`config.mk`:
```
export PLATFORM = sky130hd
export DESIGN_NAME = command_line_assembler_dump_detect_flat
export DESIGN_NICKNAME = d
export VERILOG_FILES = /design/src/hw/rtl/clad_pkg.sv /design/src/hw/rtl/clad_req_if.sv /design/src/hw/rtl/clad_rsp_if.sv /design/src/hw/rtl/clad_ram.sv /design/src/hw/rtl/clad_dpath.sv /design/src/hw/rtl/clad_ctrl.sv /design/src/hw/rtl/command_line_assembler_dump_detect.sv /design/src/flat_wrapper.sv
export SDC_FILE = /design/constraint.sdc
export NUM_CORES = 1
export LEC_CHECK = 0
export BUFFER_PORTS_ARGS = -buffer_cell sky130_fd_sc_hd__buf_2
export CAP_MARGIN = 20
export CORE_UTILIZATION = 60
export CTS_CLUSTER_DIAMETER = 150
export DETAILED_ROUTE_END_ITERATION = 10
export GPL_ROUTABILITY_DRIVEN = 0
export PLACE_DENSITY = 0.82
export SLEW_MARGIN = 20
export SYNTH_ARGS = -nofsm -noshare
export SYNTH_HDL_FRONTEND = slang
export SYNTH_SLANG_ARGS = --single-unit
```
`constraint.sdc`:
```
create_clock -name clock -period 3.4 [get_ports clock]
set_input_delay 0.34 -clock clock [delete_from_list [all_inputs] [get_ports clock]]
set_output_delay 0.34 -clock clock [all_outputs]
set_load 0.02 [all_outputs]
```
`src/hw/rtl/clad_pkg.sv`:
```
// -----------------------------------------------------------------------------
// clad_pkg
// shared types, character codes and helpers for the command line assembler
// -----------------------------------------------------------------------------
package clad_pkg;

   // result event codes
   typedef enum logic [1:0] {
      EV_PENDING = 2'd0,
      EV_DUMP    = 2'd1,
      EV_CHAR    = 2'd2,
      EV_UNKNOWN = 2'd3
   } event_type;

   // request mode codes
   localparam logic MODE_FEED    = 1'b0;
   localparam logic MODE_ABANDON = 1'b1;

   // character codes
   localparam logic [7:0] CHAR_TAB    = 8'h09;
   localparam logic [7:0] CHAR_LF     = 8'h0A;
   localparam logic [7:0] CHAR_CR     = 8'h0D;
   localparam logic [7:0] CHAR_SPACE  = 8'h20;
   localparam logic [7:0] CHAR_DEL    = 8'h7F;
   localparam logic [7:0] CTRL_LIMIT  = 8'h20;
   localparam logic [7:0] LOWER_A     = 8'h61;
   localparam logic [7:0] LOWER_Z     = 8'h7A;
   localparam logic [7:0] CASE_OFFSET = 8'h20;

   // letters of the dump keyword, upper case
   localparam logic [7:0] KEY_D = 8'h44;
   localparam logic [7:0] KEY_U = 8'h55;
   localparam logic [7:0] KEY_M = 8'h4D;
   localparam logic [7:0] KEY_P = 8'h50;

   // running keyword match over the stored line
   typedef enum logic [5:0] {
      MT_LEAD = 6'b000001,
      MT_D    = 6'b000010,
      MT_U    = 6'b000100,
      MT_M    = 6'b001000,
      MT_P    = 6'b010000,
      MT_FAIL = 6'b100000
   } match_type;

   // controller to datapath
   typedef struct packed {
      logic feed;
      logic abandon;
      logic rd_en;
      logic advance;
      logic finish;
      logic show_char;
   } cmd_type;

   // datapath to controller
   typedef struct packed {
      logic emit_line;
      logic last_char;
   } status_type;

   function automatic logic [7:0] fold_upper(input logic [7:0] c);
      logic [7:0] r;
      r = c;
      if ((c >= LOWER_A) && (c <= LOWER_Z)) begin
         r = c - CASE_OFFSET;
      end
      return r;
   endfunction

   function automatic logic is_blank(input logic [7:0] c);
      return (c == CHAR_SPACE) || (c == CHAR_TAB);
   endfunction

   // advance the match by one stored character
   function automatic match_type match_step(input match_type m, input logic [7:0] c);
      logic       blank;
      logic [7:0] up;
      match_type  r;
      blank = is_blank(c);
      up    = fold_upper(c);
      r     = MT_FAIL;
      unique case (m)
         MT_LEAD: begin
            if (blank) r = MT_LEAD;
            else if (up == KEY_D) r = MT_D;
         end
         MT_D: if (up == KEY_U) r = MT_U;
         MT_U: if (up == KEY_M) r = MT_M;
         MT_M: if (up == KEY_P) r = MT_P;
         MT_P: if (blank) r = MT_P;
         default: r = MT_FAIL;
      endcase
      return r;
   endfunction

endpackage

```
`src/hw/rtl/clad_req_if.sv`:
```
// -----------------------------------------------------------------------------
// clad_req_if
// request channel: mode and received byte with valid/ready
// -----------------------------------------------------------------------------
interface clad_req_if;
   logic       valid;
   logic       ready;
   logic       mode;
   logic [7:0] data_byte;

   modport source (output valid, output mode, output data_byte, input ready);
   modport sink   (input valid, input mode, input data_byte, output ready);
endinterface

```
`src/hw/rtl/clad_rsp_if.sv`:
```
// -----------------------------------------------------------------------------
// clad_rsp_if
// result channel: event, line character and last mark with valid/ready
// -----------------------------------------------------------------------------
interface clad_rsp_if;
   logic                valid;
   logic                ready;
   clad_pkg::event_type event_res;
   logic [7:0]          line_char;
   logic                last;

   modport source (output valid, output event_res, output line_char, output last,
                   input ready);
   modport sink   (input valid, input event_res, input line_char, input last,
                   output ready);
endinterface

```
`src/hw/rtl/clad_ram.sv`:
```
// -----------------------------------------------------------------------------
// clad_ram
// generic single write port, single read port ram with registered read
// -----------------------------------------------------------------------------
module clad_ram #(
   parameter int WIDTH = 8,
   parameter int DEPTH = 32,
   localparam int ADDR_W = (DEPTH > 1) ? $clog2(DEPTH) : 1
) (
   input  logic              clock,
   input  logic              wr_en,
   input  logic [ADDR_W-1:0] wr_addr,
   input  logic [WIDTH-1:0]  wr_data,
   input  logic              rd_en,
   input  logic [ADDR_W-1:0] rd_addr,
   output logic [WIDTH-1:0]  rd_data
);
   logic [WIDTH-1:0] mem_ff [DEPTH];
   logic [WIDTH-1:0] rd_data_ff;

   always_ff @(posedge clock) begin
      if (wr_en) begin
         mem_ff[wr_addr] <= wr_data;
      end
      if (rd_en) begin
         rd_data_ff <= mem_ff[rd_addr];
      end
   end

   assign rd_data = rd_data_ff;
endmodule

```
`src/hw/rtl/clad_dpath.sv`:
```
// -----------------------------------------------------------------------------
// clad_dpath
// line store, length and overflow tracking, keyword match and result mux
// -----------------------------------------------------------------------------
module clad_dpath #(
   parameter int LINE_CAPACITY = 31
) (
   input  logic                 clock,
   input  logic                 reset,
   input  clad_pkg::cmd_type    cmd,
   output clad_pkg::status_type status,
   input  logic [7:0]           req_data_byte,
   output clad_pkg::event_type  rsp_event_res,
   output logic [7:0]           rsp_line_char,
   output logic                 rsp_last
);
   import clad_pkg::*;

   localparam int LEN_W  = $clog2(LINE_CAPACITY + 1);
   localparam int ADDR_W = $clog2(LINE_CAPACITY);

   logic [LEN_W-1:0]  len_ff, len_in;
   logic              ovf_ff, ovf_in;
   match_type         match_ff, match_in;
   event_type         ev_ff, ev_in;
   logic [ADDR_W-1:0] idx_ff, idx_in;

   logic       line_end;
   logic       dropped;
   logic       room;
   logic       is_empty;
   logic       dump_ok;
   logic       store_en;
   logic [7:0] rd_data;

   assign line_end = (req_data_byte == CHAR_CR) || (req_data_byte == CHAR_LF);
   assign dropped  = ((req_data_byte < CTRL_LIMIT) && (req_data_byte != CHAR_TAB))
                     || (req_data_byte == CHAR_DEL);
   assign room     = len_ff < LEN_W'(LINE_CAPACITY);
   assign is_empty = len_ff == '0;
   assign dump_ok  = match_ff == MT_P;
   assign store_en = cmd.feed && !line_end && !dropped && !ovf_ff && room;

   assign status.emit_line = line_end && !ovf_ff && !is_empty && !dump_ok;
   assign status.last_char = (LEN_W'(idx_ff) + LEN_W'(1)) == len_ff;

   always_comb begin
      len_in   = len_ff;
      ovf_in   = ovf_ff;
      match_in = match_ff;
      ev_in    = ev_ff;
      idx_in   = idx_ff;
      if (cmd.abandon || cmd.finish) begin
         len_in   = '0;
         ovf_in   = 1'b0;
         match_in = MT_LEAD;
      end else if (cmd.feed) begin
         idx_in = '0;
         ev_in  = EV_PENDING;
         if (line_end) begin
            priority if (ovf_ff) begin
               ev_in = EV_UNKNOWN;
            end else if (is_empty) begin
               ev_in = EV_PENDING;
            end else if (dump_ok) begin
               ev_in = EV_DUMP;
            end
            // a line that goes out character by character is cleared at its end
            if (!status.emit_line) begin
               len_in   = '0;
               ovf_in   = 1'b0;
               match_in = MT_LEAD;
            end
         end else if (!dropped && !ovf_ff) begin
            if (room) begin
               len_in   = len_ff + LEN_W'(1);
               match_in = match_step(match_ff, req_data_byte);
            end else begin
               len_in = '0;
               ovf_in = 1'b1;
            end
         end
      end else if (cmd.advance) begin
         idx_in = idx_ff + ADDR_W'(1);
      end
   end

   always_ff @(posedge clock) begin
      if (reset) begin
         len_ff   <= '0;
         ovf_ff   <= 1'b0;
         match_ff <= MT_LEAD;
      end else begin
         len_ff   <= len_in;
         ovf_ff   <= ovf_in;
         match_ff <= match_in;
      end
      ev_ff  <= ev_in;
      idx_ff <= idx_in;
   end

   clad_ram #(
      .WIDTH (8),
      .DEPTH (LINE_CAPACITY)
   ) u_line_store (
      .clock   (clock),
      .wr_en   (store_en),
      .wr_addr (len_ff[ADDR_W-1:0]),
      .wr_data (req_data_byte),
      .rd_en   (cmd.rd_en),
      .rd_addr (idx_ff),
      .rd_data (rd_data)
   );

   assign rsp_event_res = cmd.show_char ? EV_CHAR : ev_ff;
   assign rsp_line_char = cmd.show_char ? rd_data : 8'd0;
   assign rsp_last      = cmd.show_char ? status.last_char : 1'b1;
endmodule

```
`src/hw/rtl/clad_ctrl.sv`:
```
// -----------------------------------------------------------------------------
// clad_ctrl
// sequencer for request intake, single results and line character emission
// -----------------------------------------------------------------------------
module clad_ctrl (
   input  logic                 clock,
   input  logic                 reset,
   input  logic                 req_valid,
   input  logic                 req_mode,
   output logic                 req_ready,
   output logic                 rsp_valid,
   input  logic                 rsp_ready,
   output clad_pkg::cmd_type    cmd,
   input  clad_pkg::status_type status
);
   import clad_pkg::*;

   typedef enum logic [3:0] {
      ST_IDLE   = 4'b0001,
      ST_SINGLE = 4'b0010,
      ST_FETCH  = 4'b0100,
      ST_CHAR   = 4'b1000
   } state_type;

   state_type state_ff, state_in;

   always_comb begin
      state_in  = state_ff;
      req_ready = 1'b0;
      rsp_valid = 1'b0;
      cmd       = '0;
      unique case (state_ff)
         ST_IDLE: begin
            req_ready = 1'b1;
            if (req_valid) begin
               if (req_mode == MODE_ABANDON) begin
                  cmd.abandon = 1'b1;
               end else begin
                  cmd.feed = 1'b1;
                  state_in = status.emit_line ? ST_FETCH : ST_SINGLE;
               end
            end
         end
         ST_SINGLE: begin
            rsp_valid = 1'b1;
            if (rsp_ready) state_in = ST_IDLE;
         end
         ST_FETCH: begin
            cmd.rd_en = 1'b1;
            state_in  = ST_CHAR;
         end
         ST_CHAR: begin
            rsp_valid     = 1'b1;
            cmd.show_char = 1'b1;
            if (rsp_ready) begin
               if (status.last_char) begin
                  cmd.finish = 1'b1;
                  state_in   = ST_IDLE;
               end else begin
                  cmd.advance = 1'b1;
                  state_in    = ST_FETCH;
               end
            end
         end
         default: state_in = ST_IDLE;
      endcase
   end

   always_ff @(posedge clock) begin
      if (reset) begin
         state_ff <= ST_IDLE;
      end else begin
         state_ff <= state_in;
      end
   end
endmodule

```
`src/hw/rtl/command_line_assembler_dump_detect.sv`:
```
// -----------------------------------------------------------------------------
// command_line_assembler_dump_detect
// assembles received text into a command line and flags the dump keyword
// -----------------------------------------------------------------------------
// usage
//   req_bus carries one request per handshake: mode feed with a text byte, or
//   mode abandon, which clears the partial line and gives no result
//   rsp_bus returns results; every fed byte gives one pending result except a
//   line end, which gives unknown (overlong line), pending (empty line), dump,
//   or the stored line one character per result with last on the final one
//   a single result is valid the cycle after its request is taken, and the
//   block takes a new request only once the sink has accepted that result
//   a line sent out character by character fetches each character through
//   the registered read port of the line store before it is offered
//   an abandon request leaves the block ready for another request
//   one request is in flight at a time: req ready is low until its last
//   result has been taken, so a stalled sink holds the result and the input
//   reset clears length, overflow and keyword match at once; the line store
//   needs no clearing pass, only entries below the length are ever read
// -----------------------------------------------------------------------------
module command_line_assembler_dump_detect #(
   parameter int LINE_CAPACITY = 31
) (
   input logic          clock,
   input logic          reset,
   clad_req_if.sink     req_bus,
   clad_rsp_if.source   rsp_bus
);
   import clad_pkg::*;

   // command and status between sequencer and datapath
   cmd_type    cmd;
   status_type status;

   // sequencer: request intake, result hold, character loop
   clad_ctrl u_ctrl (
      .clock     (clock),
      .reset     (reset),
      .req_valid (req_bus.valid),
      .req_mode  (req_bus.mode),
      .req_ready (req_bus.ready),
      .rsp_valid (rsp_bus.valid),
      .rsp_ready (rsp_bus.ready),
      .cmd       (cmd),
      .status    (status)
   );

   // datapath: line store, length, overflow, keyword match, result fields
   clad_dpath #(
      .LINE_CAPACITY (LINE_CAPACITY)
   ) u_dpath (
      .clock         (clock),
      .reset         (reset),
      .cmd           (cmd),
      .status        (status),
      .req_data_byte (req_bus.data_byte),
      .rsp_event_res (rsp_bus.event_res),
      .rsp_line_char (rsp_bus.line_char),
      .rsp_last      (rsp_bus.last)
   );

   // input is never taken while a result is offered
   a_no_overlap: assert property (@(posedge clock) disable iff (reset)
      !(req_bus.ready && rsp_bus.valid))
      else $error("request taken while a result is pending");

   // results other than characters carry no character and are final
   a_single_form: assert property (@(posedge clock) disable iff (reset)
      (rsp_bus.valid && (rsp_bus.event_res != EV_CHAR))
         |-> ((rsp_bus.line_char == 8'd0) && rsp_bus.last))
      else $error("single result with character or without last");

   // an abandon gives no result and the block is ready again
   a_abandon_quiet: assert property (@(posedge clock) disable iff (reset)
      (req_bus.valid && req_bus.ready && (req_bus.mode == MODE_ABANDON))
         |=> (req_bus.ready && !rsp_bus.valid))
      else $error("abandon produced a result or stalled intake");

   // once the last result is taken the block returns to intake
   a_last_returns: assert property (@(posedge clock) disable iff (reset)
      (rsp_bus.valid && rsp_bus.ready && rsp_bus.last) |=> req_bus.ready)
      else $error("not ready after last result");
endmodule
```
`src/flat_wrapper.sv`:
```
// flat-port wrapper written by rule: the top's interface ports become plain ports
module command_line_assembler_dump_detect_flat import clad_pkg::*;
#(
   parameter int LINE_CAPACITY = 31
)
  (clock, reset, req_bus_valid, req_bus_mode, req_bus_data_byte, req_bus_ready, rsp_bus_valid, rsp_bus_event_res, rsp_bus_line_char, rsp_bus_last, rsp_bus_ready);
  clad_req_if req_bus_i ();
  clad_rsp_if rsp_bus_i ();
  input logic clock;
  input logic reset;
  input wire logic [$bits(req_bus_i.valid)-1:0] req_bus_valid;
  input wire logic [$bits(req_bus_i.mode)-1:0] req_bus_mode;
  input wire logic [$bits(req_bus_i.data_byte)-1:0] req_bus_data_byte;
  output wire logic [$bits(req_bus_i.ready)-1:0] req_bus_ready;
  output wire logic [$bits(rsp_bus_i.valid)-1:0] rsp_bus_valid;
  output wire logic [$bits(rsp_bus_i.event_res)-1:0] rsp_bus_event_res;
  output wire logic [$bits(rsp_bus_i.line_char)-1:0] rsp_bus_line_char;
  output wire logic [$bits(rsp_bus_i.last)-1:0] rsp_bus_last;
  input wire logic [$bits(rsp_bus_i.ready)-1:0] rsp_bus_ready;
  assign req_bus_i.valid = req_bus_valid;
  assign req_bus_i.mode = req_bus_mode;
  assign req_bus_i.data_byte = req_bus_data_byte;
  assign req_bus_ready = req_bus_i.ready;
  assign rsp_bus_valid = rsp_bus_i.valid;
  assign rsp_bus_event_res = rsp_bus_i.event_res;
  assign rsp_bus_line_char = rsp_bus_i.line_char;
  assign rsp_bus_last = rsp_bus_i.last;
  assign rsp_bus_i.ready = rsp_bus_ready;
  command_line_assembler_dump_detect #(.LINE_CAPACITY(LINE_CAPACITY)) u_core (.clock(clock), .reset(reset), .req_bus(req_bus_i), .rsp_bus(rsp_bus_i));
endmodule
```
==> results.cfg <==
[status]
status = finished, final reports clean

[clock_network]
insertion_delay_ns = 0.54
post_cts_resized = 0
cts_max_path_buffers = 3
cts_tree = done
clockRootBuffer = clkbuf_16
path_clk_slew_ns = 0.06
clock-sinks = 279
cts_hold_buf = 0
numCtsBuffers = 29
cts_setup_buffers = 0
h-tree-depth = 1

[global_route]
antenna_found_initial = 1
grt_max_degree = 74
grt_overflow_total = 0
grt.total_usage_pct = 27.8
grt_pass1_wl_um = 39500
grt_pass1_vias = 6260

[detailed_routing]
drc_errors = 0
post_drt_wl_per_cell_um = 27.2
num_vias = 6536
drtPass1Iterations = 5
dr_wl_met2_um = 13000
top_layer_used = met4
drt_first_iter_violations = 788
drtAntennaViolNets = 0
wl_met1_um = 10300
avgViaCountPerCell = 6.79
wl_met3_um = 2350
drt-total-wl_um = 26100

[power_and_ir_drop]
power.total_mw = 7.24
power.leakage_nw = 4.32
peakVddDrop_v = 0.000326
powerDensity_nw_per_um2 = 551

[worst_setup_path]
cp-start-kind = register
path_class = reg -> out
end_kind = primary output
crit_required_ns = 3.06
crit_start = u_core.u_dpath.idx_ff[4]
worstPathMaxFanout = 10
ff2ff_setup_slack_ns = 0.54
critical_path_arrival_ns = 2.69
regToRegStartpoint = u_core.u_ctrl.state_ff[0]

[place]
port-buffer-count = 25
place_area_sq_um = 12200
hpwlAfterDp_um = 16200
place_ws_ns = 0.394

[floorplanning]
core.rowCount = 50
die_w_um = 141
ios = 26
start_util_pct = 61.4
die-area_sq_um = 19800
core_sq_um = 18800
die_h_um = 141

[synth]
yosys.area.top_type = edfxtp_1
async_flop_share_pct = 0
ys_types = 58
synth.net_count = 652
yosys_register_bits = 279
syn_inst = 632
ys_seq_area_share_pct = 71.3
synth_top_cell_area_share_pct = 68.5
syn_area_per_cell_sq_um = 18.2
synthTopCellsByArea = edfxtp_1 68%, mux4_2 14%, dfxtp_1 2.8%, nor2_1 1.7%, mux2_2 0.88%
netlist_area_sq_um = 11500
synth-edff-count = 263
dominantRegCellSynth = edfxtp_1
yosys_warnings = 0

[cells_and_area]
syn_to_final_growth_pct = 14.0
seqCellArea_sq_um = 8220
multiInputGateArea_sq_um = 3160
design_area_sq_um = 13100
fill_cells = 1130
final_layout_size_suffix_gt1_share_pct = 27.5
nets = 727

[sta]
relSlewSlack_pct = 50.1
rsz0062_at_grt = no
fin_worst_skew_ns = 0.0158
finalCritPeriodShare_pct = 89.1
period_minus_slack_ns = 3.03
clock.fmax_ghz = 0.330
hold_violations = 0
tightest_slew_ns = 0.741
setup_viol = 0
slew_violations = 0
fin_ws_ns = 0.371
setup_tns_ns = 0

[run]
max_cap_viol_count = 0

[worst_hold_path]
hp-start = reset
hold_class = in -> reg
[worst max-delay path, cell delays in order (launching register included)]
cell	delay (ns)
edfxtp_1	0.61
xnor2_1	0.23
or3_1	0.35
a2111oi_0	0.45
buf_4	0.20
nand2b_1	0.12
buf_2	0.17
[layout by cell type (no fill, tap or decap), types with 4 or more instances in the layout]
cell       synthesis  routed
nand2b_1           4       4
ha_1               7       7
or3_1              5       5
xor2_1             5       5
o21ai_0           14      14
mux2i_1            8       8
inv_1             12      12
a31oi_1            5       5
nor2_1            52      52
nor4_1             6       6
buf_4              0      47
and2_1            10      10
nand3b_1           6       6
clkbuf_1          18      12
dfxtp_1           16      16
buf_2              9      25
clkbuf_16          0      29
mux4_2            72      72
nor3_1            12      12
nand2_1           24      24
a21oi_1            8       8
mux2_2             9       9
nand3_1            9       9
edfxtp_1         263     263
[flip-flops by register name (all words and copies together) (netlist names)]
| name | cells |
|---|---|
| u_core.u_dpath.u_line_store.rd_data | 8 |
| u_core.u_ctrl.state_ff | 4 |
| u_core.u_dpath.ev_ff | 2 |
| u_core.u_dpath.ovf_ff | 1 |
| u_core.u_dpath.idx_ff | 5 |
| u_core.u_dpath.u_line_store.mem_ff | 248 |
| u_core.u_dpath.match_ff | 6 |
| u_core.u_dpath.len_ff | 5 |
[power breakdown]
part	switching (mW)	total (mW)	internal [mW]	leakage, nW
combinational	0.237	0.408	0.171	1.38
sequential	0.0178	3.79	3.78	2.50
clock	1.22	3.04	1.82	0.439
[worst paths after layout]
kind | endpoint | depth (start not counted)
min | u_core.u_ctrl.state_ff[3] | 2
min reg2reg | u_core.u_dpath.match_ff[3] | 2
max | rsp_bus_last | 6
max reg2reg | u_core.u_dpath.u_line_store.mem_ff[20][2] | 7
[cells by family (layout without fill, tap and decap cells)]
group / Yosys count / count (layout) / synth area share [%]
AOI/OAI and AO/OA: 55 / 55 / 3.20
xor gates and xnor gates: 9 / 9 / 0.803
adders and majority gates: 7 / 7 / 0.760
buffers and inverters: 42 / 137 / 1.46
DFF: 279 / 279 / 71.3
muxes: 89 / 89 / 15.6
other: 0 / 1 / 0
and+or+nand+nor: 151 / 151 / 6.87
[layout make-up]
type	instances	share of cell area (%)
clock inverter	9	0.952
inverter	12	0.343
sequential	279	62.5
clock buffer	42	5.97
tap	234	2.23
antenna	1	0.0190
timing repair buffer	74	3.94
multi-input combinational	311	24.0
[per-stage QoR]
step | std cells | utilization (%) | hold slack (ns)
6_report | 962 | 70.0 | 0.0403
5_1_grt | 961 | 70.0 | 0.0454
4_1_cts | 961 | 70.0 | 0.0211
3_5_place_dp | 910 | 65.2 | 0.499
3_3_place_gp | 910 | 65.2 | 0.491
2_1_floorplan | 632 | - | 0.412
[cells in the mapped netlist (all sizes together) (2+ instances only)]
cell       n
and3       3
nand2b     4
mux4      72
mux2       9
a21boi     2
and3b      2
nor3      13
a22oi      3
nand2     24
o21bai     2
a21oi      8
nor4b      4
nor2      52
xor2       5
nor4       7
edfxtp   263
nand3      9
xnor2      3
clkbuf    18
o21ai     15
o211ai     2
or2        2
a221oi     3
and2      10
a2111oi    2
a31oi      5
or3        5
a32oi      2
ha         7
buf       12
nor2b      3
nand3b     7
nand4      3
inv       12
dfxtp     16
mux2i      8
[metal layers]
metal	global-route usage, %	vias up
met1	39.8	3350
li1	-	2714
met5	0	-
met2	45.5	425
met4	7.49	0
met3	4.14	47
Note: power is estimated with default switching activity, not from simulation.
